--- config.mk ---
export PLATFORM = sky130hd
export DESIGN_NAME = imuoma_div_lane
export DESIGN_NICKNAME = d
export VERILOG_FILES = /design/src/rtl/core/imuoma_pkg.sv /design/src/rtl/core/imuoma_div_lane.sv
export SDC_FILE = /design/constraint.sdc
export NUM_CORES = 1
export LEC_CHECK = 0
export BUFFER_PORTS_ARGS = -buffer_cell sky130_fd_sc_hd__buf_2
export CAP_MARGIN = 20
export CORE_MARGIN = 2
export CORE_UTILIZATION = 35
export CTS_CLUSTER_DIAMETER = 80
export DETAILED_ROUTE_END_ITERATION = 8
export PLACE_DENSITY = 0.54
export SKIP_LAST_GASP = 1
export SLEW_MARGIN = 20
export SYNTH_ARGS = -nofsm -noshare
export SYNTH_HDL_FRONTEND = slang
export SYNTH_SLANG_ARGS = --single-unit
--- constraint.sdc ---
create_clock -name clk -period 5.3 [get_ports clk]
set_input_delay 0.53 -clock clk [delete_from_list [all_inputs] [get_ports clk]]
set_output_delay 0.53 -clock clk [all_outputs]
set_load 0.01 [all_outputs]
--- src/rtl/core/imuoma_pkg.sv ---
// Shared types and constants for the IMU offset moving-average block.
`default_nettype none

package imuoma_pkg;

    // History depth per axis (power of two) and number of axes.
    localparam int MAX_WINDOW = 256;
    localparam int AXES       = 6;
    localparam int NUM_FIELDS = 6;

    // Field widths fixed by the interface.
    localparam int SAMPLE_W = 16;
    localparam int WIN_W    = 9;
    localparam int RUN_W    = 15;
    localparam int GRAV_W   = 15;
    localparam int CFG_IDX_W  = 2;
    localparam int CFG_DATA_W = 15;

    // Derived widths.
    localparam int PTR_W = $clog2(MAX_WINDOW);
    localparam int N_W   = PTR_W + 1;
    localparam int SUM_W = SAMPLE_W + PTR_W + 1;
    localparam int MAG_W = SUM_W - 1;
    localparam int CNT_W = $clog2(MAG_W);
    localparam int ROW_W = AXES * SAMPLE_W;

    // Register reset values.
    localparam logic [WIN_W-1:0]  WIN_RESET  = WIN_W'(200);
    localparam logic [RUN_W-1:0]  RUN_RESET  = RUN_W'(1000);
    localparam logic [GRAV_W-1:0] GRAV_RESET = GRAV_W'(16384);

    // Field position of accel Z among the result fields.
    localparam int AXIS_AZ = 2;

    typedef logic signed [SAMPLE_W-1:0] sample_t;

    // Configuration register indexes.
    typedef enum logic [CFG_IDX_W-1:0] {
        REG_WINDOW  = 2'd0,
        REG_RUN     = 2'd1,
        REG_GRAVITY = 2'd2
    } cfg_reg_t;

    // Sequencer states.
    typedef enum logic [2:0] {
        ST_IDLE,
        ST_LOAD,
        ST_START,
        ST_DIV,
        ST_FIN
    } state_t;

    // Commands from the sequencer to every axis lane.
    typedef struct packed {
        logic clear;
        logic load;
        logic start;
        logic step;
    } lane_ctrl_t;

endpackage

`default_nettype wire

--- src/rtl/core/imuoma_div_lane.sv ---
// One axis: running window sum and a bit-serial divider, one quotient bit per cycle.
`default_nettype none

module imuoma_div_lane (
    input  logic                           clk,
    input  logic                           rst_n,
    input  imuoma_pkg::lane_ctrl_t         ctrl,
    input  logic [imuoma_pkg::N_W-1:0]     divisor,
    input  imuoma_pkg::sample_t            sample_in,
    input  imuoma_pkg::sample_t            old_in,
    input  logic                           old_valid,
    output imuoma_pkg::sample_t            avg
);

    localparam int SUM_W = imuoma_pkg::SUM_W;
    localparam int MAG_W = imuoma_pkg::MAG_W;
    localparam int N_W   = imuoma_pkg::N_W;

    logic signed [SUM_W-1:0] sum_reg, sum_next;
    logic signed [SUM_W-1:0] sum_neg;
    logic [MAG_W-1:0]        quo_reg;      // dividend bits out at top, quotient bits in at bottom
    logic [N_W-1:0]          rem_reg;
    logic                    neg_reg;
    logic [N_W:0]            trial;
    logic                    q_bit;
    logic [N_W:0]            trial_diff;
    logic [imuoma_pkg::SAMPLE_W-1:0] q_low;

    // Window sum: new sample in, oldest sample out (empty slots count as zero)
    always_comb
    begin
        sum_next = sum_reg + SUM_W'(sample_in)
                   - (old_valid ? SUM_W'(old_in) : SUM_W'(0));
        sum_neg  = -sum_reg;
    end

    always_ff @(posedge clk or negedge rst_n)
    begin
        if (!rst_n)
        begin
            sum_reg <= '0;
        end
        else if (ctrl.clear)
        begin
            sum_reg <= '0;
        end
        else if (ctrl.load)
        begin
            sum_reg <= sum_next;
        end
    end

    // Restoring division step on the magnitude
    always_comb
    begin
        trial      = {rem_reg, quo_reg[MAG_W-1]};
        trial_diff = trial - {1'b0, divisor};
        q_bit      = (trial >= {1'b0, divisor});
    end

    always_ff @(posedge clk)
    begin
        if (ctrl.start)
        begin
            rem_reg <= '0;
            neg_reg <= sum_reg[SUM_W-1];
            quo_reg <= sum_reg[SUM_W-1] ? sum_neg[MAG_W-1:0] : sum_reg[MAG_W-1:0];
        end
        else if (ctrl.step)
        begin
            rem_reg <= q_bit ? trial_diff[N_W-1:0] : trial[N_W-1:0];
            quo_reg <= {quo_reg[MAG_W-2:0], q_bit};
        end
    end

    // Sign restored on the low bits only (truncation toward zero)
    assign q_low = quo_reg[imuoma_pkg::SAMPLE_W-1:0];
    assign avg   = neg_reg ? $signed(-q_low) : $signed(q_low);

endmodule

`default_nettype wire
==> results of run 1 <==
## logic make-up (layout without fill, tap and decap cells)
kind of cell,count (synthesis),count (layout),share of synthesized area
AOI/OAI and AO/OA,149,149,0.174
xor gates and xnor gates,63,63,0.0968
adders and majority gates,62,62,0.169
buffers and inverters,129,186,0.0867
DFF,59,59,0.273
muxes,26,26,0.0474
and+or+nand+nor,178,178,0.153
## cell type report
cell class	instances	area (um2)
tap	216	270
clock buffer	12	300
fill	1613	9360
clock inverter	4	26.3
multi-input combinational	478	3650
inverter	106	400
sequential	59	1560
timing repair buffer	64	323
## stage by stage
step / power (mW) / cells / utilization / hold slack, ns
after floorplan: 2.48 / 666 / - / 0.234
after global placement: 3.01 / 923 / 0.390 / 0.470
after detailed placement: 3.04 / 923 / 0.390 / 0.476
after CTS: 3.67 / 939 / 0.411 / 0.192
after global routing: 3.98 / 939 / 0.411 / 0.229
final: 3.65 / 939 / 0.411 / 0.193
## Yosys cell counts (3+ instances only)
master      n
nor4_1      4
mux2i_1    18
inv_1     103
o41ai_1     3
o211ai_1    7
and2_1     16
a21o_1     12
nand3_1     4
a21boi_0    5
xnor2_1    50
nor2b_1     6
buf_1       3
o21a_1      4
dfxtp_1     9
a31oi_1     3
edfxtp_1   25
mux2_2      8
ha_1       37
o21ai_0    35
o31ai_1     9
clkbuf_1   18
nand2b_1   13
a21oi_1    43
or4_1       4
nand4_1     7
nor3_1      5
or2_2       3
nor2_1     59
nand2_1    46
dfrtp_1    25
fa_1       25
xor2_1     13
a211oi_1   10
## how the worst max path moves through the flow
stage / endpoint / slack, ns / cells past startpoint
after floorplan: sum_reg[24] / 1.99 / 14
after global placement: sum_reg[24] / 1.66 / 14
after detailed placement: sum_reg[24] / 1.60 / 14
after CTS: sum_reg[24] / 1.95 / 14
after global routing: sum_reg[24] / 1.66 / 14
final: sum_reg[24] / 1.93 / 14
## layer usage
metal / share of wire / vias up
li1: - / 2355
met1: 0.51 / 2105
met2: 0.43 / 109
met3: 0.047 / 9
met4: 0.011 / 0
met5: 0 / -
## power groups by stage
stage	registers (mW)	logic [mW]	clock network (mW)
after floorplan	0.788	1.69	0
after global placement	0.845	2.16	0
after detailed placement	0.853	2.19	0
after CTS	0.845	2.20	0.626
after global routing	0.872	2.47	0.643
final	0.846	2.19	0.611
## cell usage in the layout (no fill, tap or decap), types with 3 or more instances in the layout
cell       netlist  routed
mux2i_1         18      18
dfxtp_1          9       9
clkbuf_16        0      12
o31ai_1          9       9
xnor2_1         50      50
ha_1            37      37
a21oi_1         43      43
xor2_1          13      13
nor2_1          59      59
o211ai_1         7       7
dfrtp_1         25      25
or2_2            3       3
buf_2            0      63
nand2_1         46      46
o21a_1           4       4
nor4_1           4       4
a31oi_1          3       3
nor3_1           5       5
a211oi_1        10      10
nand2b_1        13      13
mux2_2           8       8
o21ai_0         35      35
nand4_1          7       7
nand3_1          4       4
and2_1          16      16
a21boi_0         5       5
or4_1            4       4
fa_1            25      25
a21o_1          12      12
o41ai_1          3       3
inv_1          103     103
nor2b_1          6       6
edfxtp_1        25      25
## critical path: cells and delay by family
family	cells	cell delay (ns)
xor gates and xnor gates	1	0.18
adders and majority gates	2	0.76
buffers and inverters	3	0.63
and+or+nand+nor	1	0.12
AOI/OAI and AO/OA	7	1.36
==> impl_metrics.yaml, run 1 <==
power:
  power_density_mw_per_mm2: 560
  vdd_ir_drop_max_uv: 196
  p_comb_frac: 0.601
  swShare: 0.447
  switchingPower_mw: 1.63
  clkPwrFrac: 0.167
  intPower_mw: 2.02
  power.leakage_nw: 3.02
  seqPwrFrac: 0.232
yosys:
  async_reset_ff_frac: 0.424
  yosysTopAreaCell: "edfxtp_1"
  syn_area_mm2: 0.00570
  synth-edff-count: 25
  dominantRegCellSynth: "edfxtp_1"
  ys_types: 59
  synth-seq-cells: 59
  yosys_warnings: 0
  synthTopCellsByArea: "edfxtp_1 13%, dfrtp_1 11%, fa_1 8.8%"
  synth_top_area_share: 0.132
  syn_nets: 776
  ys_seq_area_frac: 0.273
  syn_inst: 666
  avgSynthCellArea_um2: 8.56
flow_run:
  cap_viol_max_count: 0
critical_path:
  path_cells: "buf_2 -> nand2_1 -> inv_1 -> fa_1 -> inv_1 -> ha_1 -> a21oi_1 -> o211a_1 -> o211ai_1 -> a221o_1 -> a31oi_1 -> xnor2_1 -> a21oi_1 -> a31o_2"
  r2r-start: "sum_reg[2]"
  r2r_setup_slack_ns: 2.03
  cp.arrival_ns: 3.58
  cp_max_fo: 16
  worst-setup-path-type: "input pin to flip-flop"
  endpoint_kind: "flip-flop"
  slowest_stage: "fa_1"
  crit_required_ns: 5.52
  ff2ff_path_depth: 12
  start_kind: "input pin"
  critPathMaxStageDelay_ns: 0.49
  r2r-end: "sum_reg[24]"
  crit_start: "old_valid"
die:
  start_util: 0.359
  rows: 46
  die_x_um: 132
  dieArea_mm2: 0.0173
  placeableCoreArea_mm2: 0.0159
  dieHeight_um: 132
  io_pins: 64
cts:
  cts.clk_slew.worst_paths_ns: 0.05
  clock_latency_ns: 0.33
  cts_resized: 0
  cts.path.max_buffers: 2
  postCtsSetupRepairBufs: 0
  cts_tree: "yes"
  hold_buffers: 0
  cts_buffers: 9
  clkSinkCount: 59
  cts-root-buf: "clkbuf_16"
  h-tree-depth: 3
sta:
  worst_slack_ns: 1.93
  fmax_mhz: 297
  fin_crit_sh: 0.635
  worst_pin_slew_ns: 0.928
  finalSetupViolCount: 0
  totalNegativeSetupSlack_ns: 0
  hold_violations: 0
  final-max-slew-violation-count: 0
  finClkSkew_ns: 0.00395
  post-route-min-period_ns: 3.37
  slew_headroom: 0.382
  rsz0062_at_grt: "no"
global_routing:
  grt_overflow: 0
  antenna_found_initial: 0
  first_global_vias: 4463
  use_met1: 0.226
  busiest_layer: "met2"
  grt_usage: 0.155
  met3_usage: 0.0293
  grt_max_degree: 52
  grt_pass1_wl_mm: 22.0
  gr-usage-met2: 0.229
final_layout:
  final_cell_area_mm2: 0.00653
  largest_register_ffs: 25
  drive_above_1_share: 0.144
  area_delta_synth_final_pct: 14.5
  n_antenna_cell: 0
  fin_nets: 828
placed_design:
  port_buffers: 63
  gp_congestion: 0.866
  place_ws_ns: 1.60
  place_area_mm2: 0.00620
  dp_hpwl_mm: 10.4
detailed_routing:
  ant_nets: 0
  drc_errors: 0
  wl_mm: 12.9
  routed_via_density: 4.88
  wire_per_inst_um: 13.8
  vias: 4578
  first_iter_violations: 195
  dr.pass1.iters: 5
status:
  status: "finished clean"
min_path:
  hp-class: "input pin to async pin"
(Power assumes the default switching activity.)
==> inputs of run 2 (changes only) <==
--- a/config.mk
+++ b/config.mk
@@ -5,6 +5,7 @@
 export SDC_FILE = /design/constraint.sdc
 export NUM_CORES = 1
 export LEC_CHECK = 0
+export ABC_AREA = 1
 export BUFFER_PORTS_ARGS = -buffer_cell sky130_fd_sc_hd__buf_2
 export CAP_MARGIN = 20
 export CORE_MARGIN = 2
==> constraint.sdc (replaced) <==
create_clock -name clk -period 3.4 [get_ports clk]
set_input_delay 0.34 -clock clk [delete_from_list [all_inputs] [get_ports clk]]
set_output_delay 0.34 -clock clk [all_outputs]
set_load 0.01 [all_outputs]
==> impl_metrics.yaml, run 2 <==
die:
  start_util: 0.358
  placeableCoreArea_mm2: 0.0181
  io_pins: 64
  dieArea_mm2: 0.0196
  die_x_um: 140
  dieHeight_um: 140
  rows: 49
cts:
  postCtsSetupRepairBufs: 0
  clock_latency_ns: 0.34
  cts.clk_slew.worst_paths_ns: 0.06
  cts.path.max_buffers: 2
  cts_tree: "yes"
  h-tree-depth: 3
  cts_resized: 0
  cts_buffers: 9
  cts-root-buf: "clkbuf_16"
  hold_buffers: 0
  clkSinkCount: 59
sta:
  hold_violations: 0
  finalSetupViolCount: 0
  fmax_mhz: 362
  post-route-min-period_ns: 2.76
  totalNegativeSetupSlack_ns: 0
  rsz0062_at_grt: "no"
  final-max-slew-violation-count: 0
  worst_pin_slew_ns: 0.941
  slew_headroom: 0.372
  fin_crit_sh: 0.812
  worst_hold_slack_ns: 0.0207
  finClkSkew_ns: 0.0100
  worst_slack_ns: 0.639
final_layout:
  largest_register_ffs: 25
  area_delta_synth_final_pct: 13.4
  n_antenna_cell: 0
  final_cell_area_mm2: 0.00735
  layout_commonest_cell: "nand2_1"
  drive_above_1_share: 0.102
  fin_nets: 1199
  final_cell_mix: "343 x nand2_1, 225 x inv_1, 73 x nor2_1, 71 x nand3_1, 63 x buf_2"
detailed_routing:
  ant_nets: 0
  routed_via_density: 4.64
  wl_mm: 17.5
  wire_per_inst_um: 13.2
  dr.pass1.iters: 7
  first_iter_violations: 341
  vias: 6145
  drc_errors: 4
placed_design:
  port_buffers: 63
  place_ws_ns: 0.464
  gp_congestion: 0.930
  place_area_mm2: 0.00706
  dp_hpwl_mm: 14.4
global_routing:
  first_global_vias: 6002
  grt_usage: 0.188
  antenna_found_initial: 0
  met3_usage: 0.0147
  grt_max_degree: 29
  use_met1: 0.271
  grt_pass1_wl_mm: 29.6
  busiest_layer: "met2"
  grt_overflow: 0
  gr-usage-met2: 0.294
status:
  failed_checks: "DRC"
  status: "finished with violations"
yosys:
  synth-edff-count: 25
  syn_inst: 1025
  avgSynthCellArea_um2: 6.32
  syn_area_mm2: 0.00648
  synthTopCellsByArea: "nand2_1 20%, inv_1 13%, edfxtp_1 12%"
  ys_types: 43
  synth-seq-cells: 59
  dominantRegCellSynth: "edfxtp_1"
  syn_nets: 1135
  async_reset_ff_frac: 0.424
  synthTopCellsByCount: "343 x nand2_1, 225 x inv_1, 73 x nor2_1"
  yosysTopAreaCell: "nand2_1"
  ys_seq_area_frac: 0.240
  yosysMostFrequentCell: "nand2_1"
  synth_top_area_share: 0.199
  yosys_warnings: 0
power:
  power.leakage_nw: 4.18
  vdd_ir_drop_max_uv: 359
  power_density_mw_per_mm2: 907
critical_path:
  path_cells: "clkinv_1 -> fa_1 -> inv_1 -> ha_1 -> nand2_1 -> inv_1 -> a21oi_1 -> nand2_1 -> nand2_1 -> nand2_1 -> nand2_1 -> nand2_1 -> o22ai_1"
  worst-setup-path-type: "flip-flop to flip-flop"
  start_kind: "flip-flop"
  critPathMaxStageDelay_ns: 0.58
  cp.arrival_ns: 2.99
  slowest_stage: "fa_1"
  crit_required_ns: 3.63
  cp_common_cell: "nand2_1"
  endpoint_kind: "flip-flop"
  cp_max_fo: 7
min_path:
  hp-class: "input pin to async pin"
flow_run:
  cap_viol_max_count: 0
run 2: area by class of cell:
class,instances,area [um2]
well taps,229,287
fillers,1985,10700
clock inverters,7,68.8
repair buffers,69,360
clock buffers,9,225
inverters,231,867
flip-flops and latches,59,1560
multi-input cells,719,3990
run 2: worst max-delay path: cells and delay by family (launching register included):
family	cells	cell delay [ns]
adders and majority gates	2	0.94
and+or+nand+nor	6	0.64
AOI/OAI and AO/OA	2	0.40
buffers and inverters	3	0.35
DFF	1	0.32
run 2: path summary, 6_finish.rpt:
path,from,end,slack (ns),cells after the start
hold / removal,rst_n,sum_reg[2],0.02,1
setup reg to reg,sum_reg[5],sum_reg[11],0.64,13
min in group clk,sample_in[0],sum_reg[0],0.39,4
setup / recovery,sum_reg[5],sum_reg[11],0.64,13
max in group asynchronous,rst_n,sum_reg[21],2.94,1
hold reg to reg,rem_reg[8],rem_reg[8],0.46,2
run 2: metal layers:
layer	vias to the layer above	share of wire
li1	3268	-
met5	-	0
met4	0	0.027
met3	30	0.033
met1	2716	0.52
met2	131	0.42
run 2: cells by family after synthesis:
group / after synthesis / share of synthesized area
adders and majority gates: 62 / 0.149
AOI/OAI and AO/OA: 84 / 0.0716
buffers and inverters: 247 / 0.145
xor gates and xnor gates: 27 / 0.0365
and+or+nand+nor: 546 / 0.358
DFF: 59 / 0.240
run 2: where the power goes:
| part | switching, mW | internal (mW) | leakage [nW] |
|---|---|---|---|
| clock | 0.358 | 0.564 | 0.141 |
| sequential | 0.265 | 1.07 | 0.671 |
| combinational | 2.87 | 1.53 | 3.37 |
run 2: stage by stage:
| step | power (mW) | std cells | utilization |
|---|---|---|---|
| after global routing | 7.47 | 1323 | 0.407 |
| after global placement | 5.72 | 1307 | 0.390 |
| after CTS | 6.68 | 1323 | 0.407 |
| after floorplan | 4.58 | 1025 | - |
| final | 6.67 | 1323 | 0.407 |
| after detailed placement | 5.72 | 1307 | 0.390 |
==> inputs of run 3 (changes only) <==
--- a/config.mk
+++ b/config.mk
@@ -5,7 +5,7 @@
 export SDC_FILE = /design/constraint.sdc
 export NUM_CORES = 1
 export LEC_CHECK = 0
-export ABC_AREA = 1
+export ABC_AREA = 0
 export BUFFER_PORTS_ARGS = -buffer_cell sky130_fd_sc_hd__buf_2
 export CAP_MARGIN = 20
 export CORE_MARGIN = 2
==> constraint.sdc (replaced) <==
create_clock -name clk -period 2.8 [get_ports clk]
set_input_delay 0.28 -clock clk [delete_from_list [all_inputs] [get_ports clk]]
set_output_delay 0.28 -clock clk [all_outputs]
set_load 0.01 [all_outputs]
==> impl_metrics.yaml, run 3 (synthesis gave the netlist of run 1 again) <==
final_layout:
  largest_register_ffs: 25
  drive_above_1_share: 0.306
  final_cell_mix: "113 x buf_4, 95 x inv_1, 63 x buf_2, 58 x nor2_1, 50 x xnor2_1"
  fin_nets: 942
  area_delta_synth_final_pct: 34.6
  final_core_util: 0.483
  layout_commonest_cell: "buf_4"
  n_antenna_cell: 0
  stdcell_count: 1053
power:
  clkPwrFrac: 0.144
  p_comb_frac: 0.678
  vdd_ir_drop_max_uv: 362
  switchingPower_mw: 3.48
  power.leakage_nw: 3.60
  swShare: 0.407
  p_total_mw: 8.53
  intPower_mw: 5.05
  power_density_mw_per_mm2: 1110
  seqPwrFrac: 0.178
status:
  status: "finished with violations"
  failed_checks: "setup timing"
detailed_routing:
  wire_per_inst_um: 13.3
  wl_mm: 14.0
  routed_via_density: 4.73
  ant_nets: 0
  dr.pass1.iters: 4
  first_iter_violations: 168
  vias: 4976
  drc_errors: 0
cts:
  cts-root-buf: "clkbuf_16"
  h-tree-depth: 3
  cts.clk_slew.worst_paths_ns: 0.05
  clkSinkCount: 59
  cts_tree: "yes"
  cts.path.max_buffers: 2
  cts_buffers: 9
  clock_latency_ns: 0.32
sta:
  worst_slack_ns: -0.0827
  rsz0062_at_grt: "yes"
  worst_pin_slew_ns: 0.668
  finalSetupViolCount: 3
  post-route-min-period_ns: 2.88
  slew_headroom: 0.554
  finClkSkew_ns: 0.00244
  hold_violations: 0
  fmax_mhz: 347
  fin_crit_sh: 1.03
  final-max-slew-violation-count: 0
critical_path:
  crit_required_ns: 3.03
  worst-setup-path-type: "flip-flop to flip-flop"
  cp.arrival_ns: 3.11
  endpoint_kind: "flip-flop"
  cp_max_fo: 3
  start_kind: "flip-flop"
flow_run:
  cap_viol_max_count: 0
die:
  start_util: 0.359
  rows: 46
  io_pins: 64
  dieHeight_um: 132
  die_x_um: 132
  placeableCoreArea_mm2: 0.0159
  dieArea_mm2: 0.0173
global_routing:
  antenna_found_initial: 0
  grt_overflow: 0
  grt_pass1_wl_mm: 23.9
  grt_usage: 0.167
  grt_max_degree: 51
  first_global_vias: 4996
placed_design:
  gp_congestion: 0.845
  place_inst: 1026
  dp_hpwl_mm: 11.4
  port_buffers: 63
min_path:
  hp-class: "input pin to flip-flop"
## run 3: cell count changes in the layout (fill, tap and decap cells not counted), sizes merged, moves of 10 or more
cell    change
a211oi     +10
nor2       -24
inv       -124
nand3      -67
buf       +108
a21o       +12
mux2i      +18
xnor2      +45
nand3b     -13
and2       +14
nand2     -305
nand2b     +14
a21oi      +16
## run 3: timing repair
item | CTS | global route
hold buffers | 1 | 0
cloned | 0 | 0
endpoints found under the setup margin | 11 | 16
endpoints found under the hold margin | 25 | 0
pin swaps | 10 | 17
buffers inserted | 7 | 3
resized for setup | 13 | 27
## run 3: final timing paths
check / depth (start not counted) / start / end / slack, ns
max: 13 / sum_reg[5] / sum_reg[16] / -0.08
min: 2 / ctrl[3] / sum_reg[11] / 0.35
max reg2reg: 13 / sum_reg[5] / sum_reg[16] / -0.08
min reg2reg: 2 / sum_reg[23] / sum_reg[23] / 0.48
max in group asynchronous: 2 / rst_n / sum_reg[20] / 1.93
min in group asynchronous: 2 / rst_n / sum_reg[3] / 0.49
## run 3: stage by stage
stage | setup slack [ns] | TNS, ns | cell area [um2] | hold slack [ns]
floorplan | -0.0128 | -0.0140 | 5810 | -0.0156
global placement | -0.307 | -2.55 | 7090 | 0.301
detailed placement | -0.321 | -3.18 | 7090 | 0.311
CTS | -0.0891 | -0.127 | 7530 | 0.344
global route | -0.215 | -1.52 | 7670 | 0.376
finish | -0.0827 | -0.165 | 7670 | 0.355
## run 3: power by group through the flow
| stage | Clock [mW] | Combinational (mW) | Sequential [mW] |
|---|---|---|---|
| floorplan | 0 | 3.36 | 1.49 |
| CTS | 1.25 | 5.53 | 1.52 |
| finish | 1.23 | 5.78 | 1.52 |
| global placement | 0 | 5.29 | 1.51 |
| detailed placement | 0 | 5.37 | 1.53 |
| global route | 1.30 | 6.45 | 1.56 |
## run 3: final cells by class
type | count | area (um2)
Fill cell | 1557 | 8220
Multi-Input combinational cell | 478 | 3910
Sequential cell | 59 | 1560
Timing Repair Buffer | 178 | 1190
Inverter | 106 | 407
Tap cell | 216 | 270
Clock buffer | 10 | 229
Clock inverter | 6 | 104
## run 3: critical path: stages, from the launching register on
cell and delay (ns):
dfrtp_1 0.36, inv_2 0.08, fa_1 0.50, inv_1 0.06, ha_4 0.24, a21o_1 0.18
o311a_1 0.40, a41o_1 0.23, buf_4 0.15, a21oi_2 0.17, buf_4 0.14, xnor2_1 0.12
nand2_1 0.08, o31ai_1 0.07
## run 3: layer usage
layer | vias up | part of all wire | track usage
met2 | 78 | 0.44 | 0.261
met5 | - | 0 | 0
met4 | 0 | 0.017 | 0.0598
li1 | 2580 | - | -
met3 | 17 | 0.028 | 0.0150
met1 | 2301 | 0.51 | 0.239
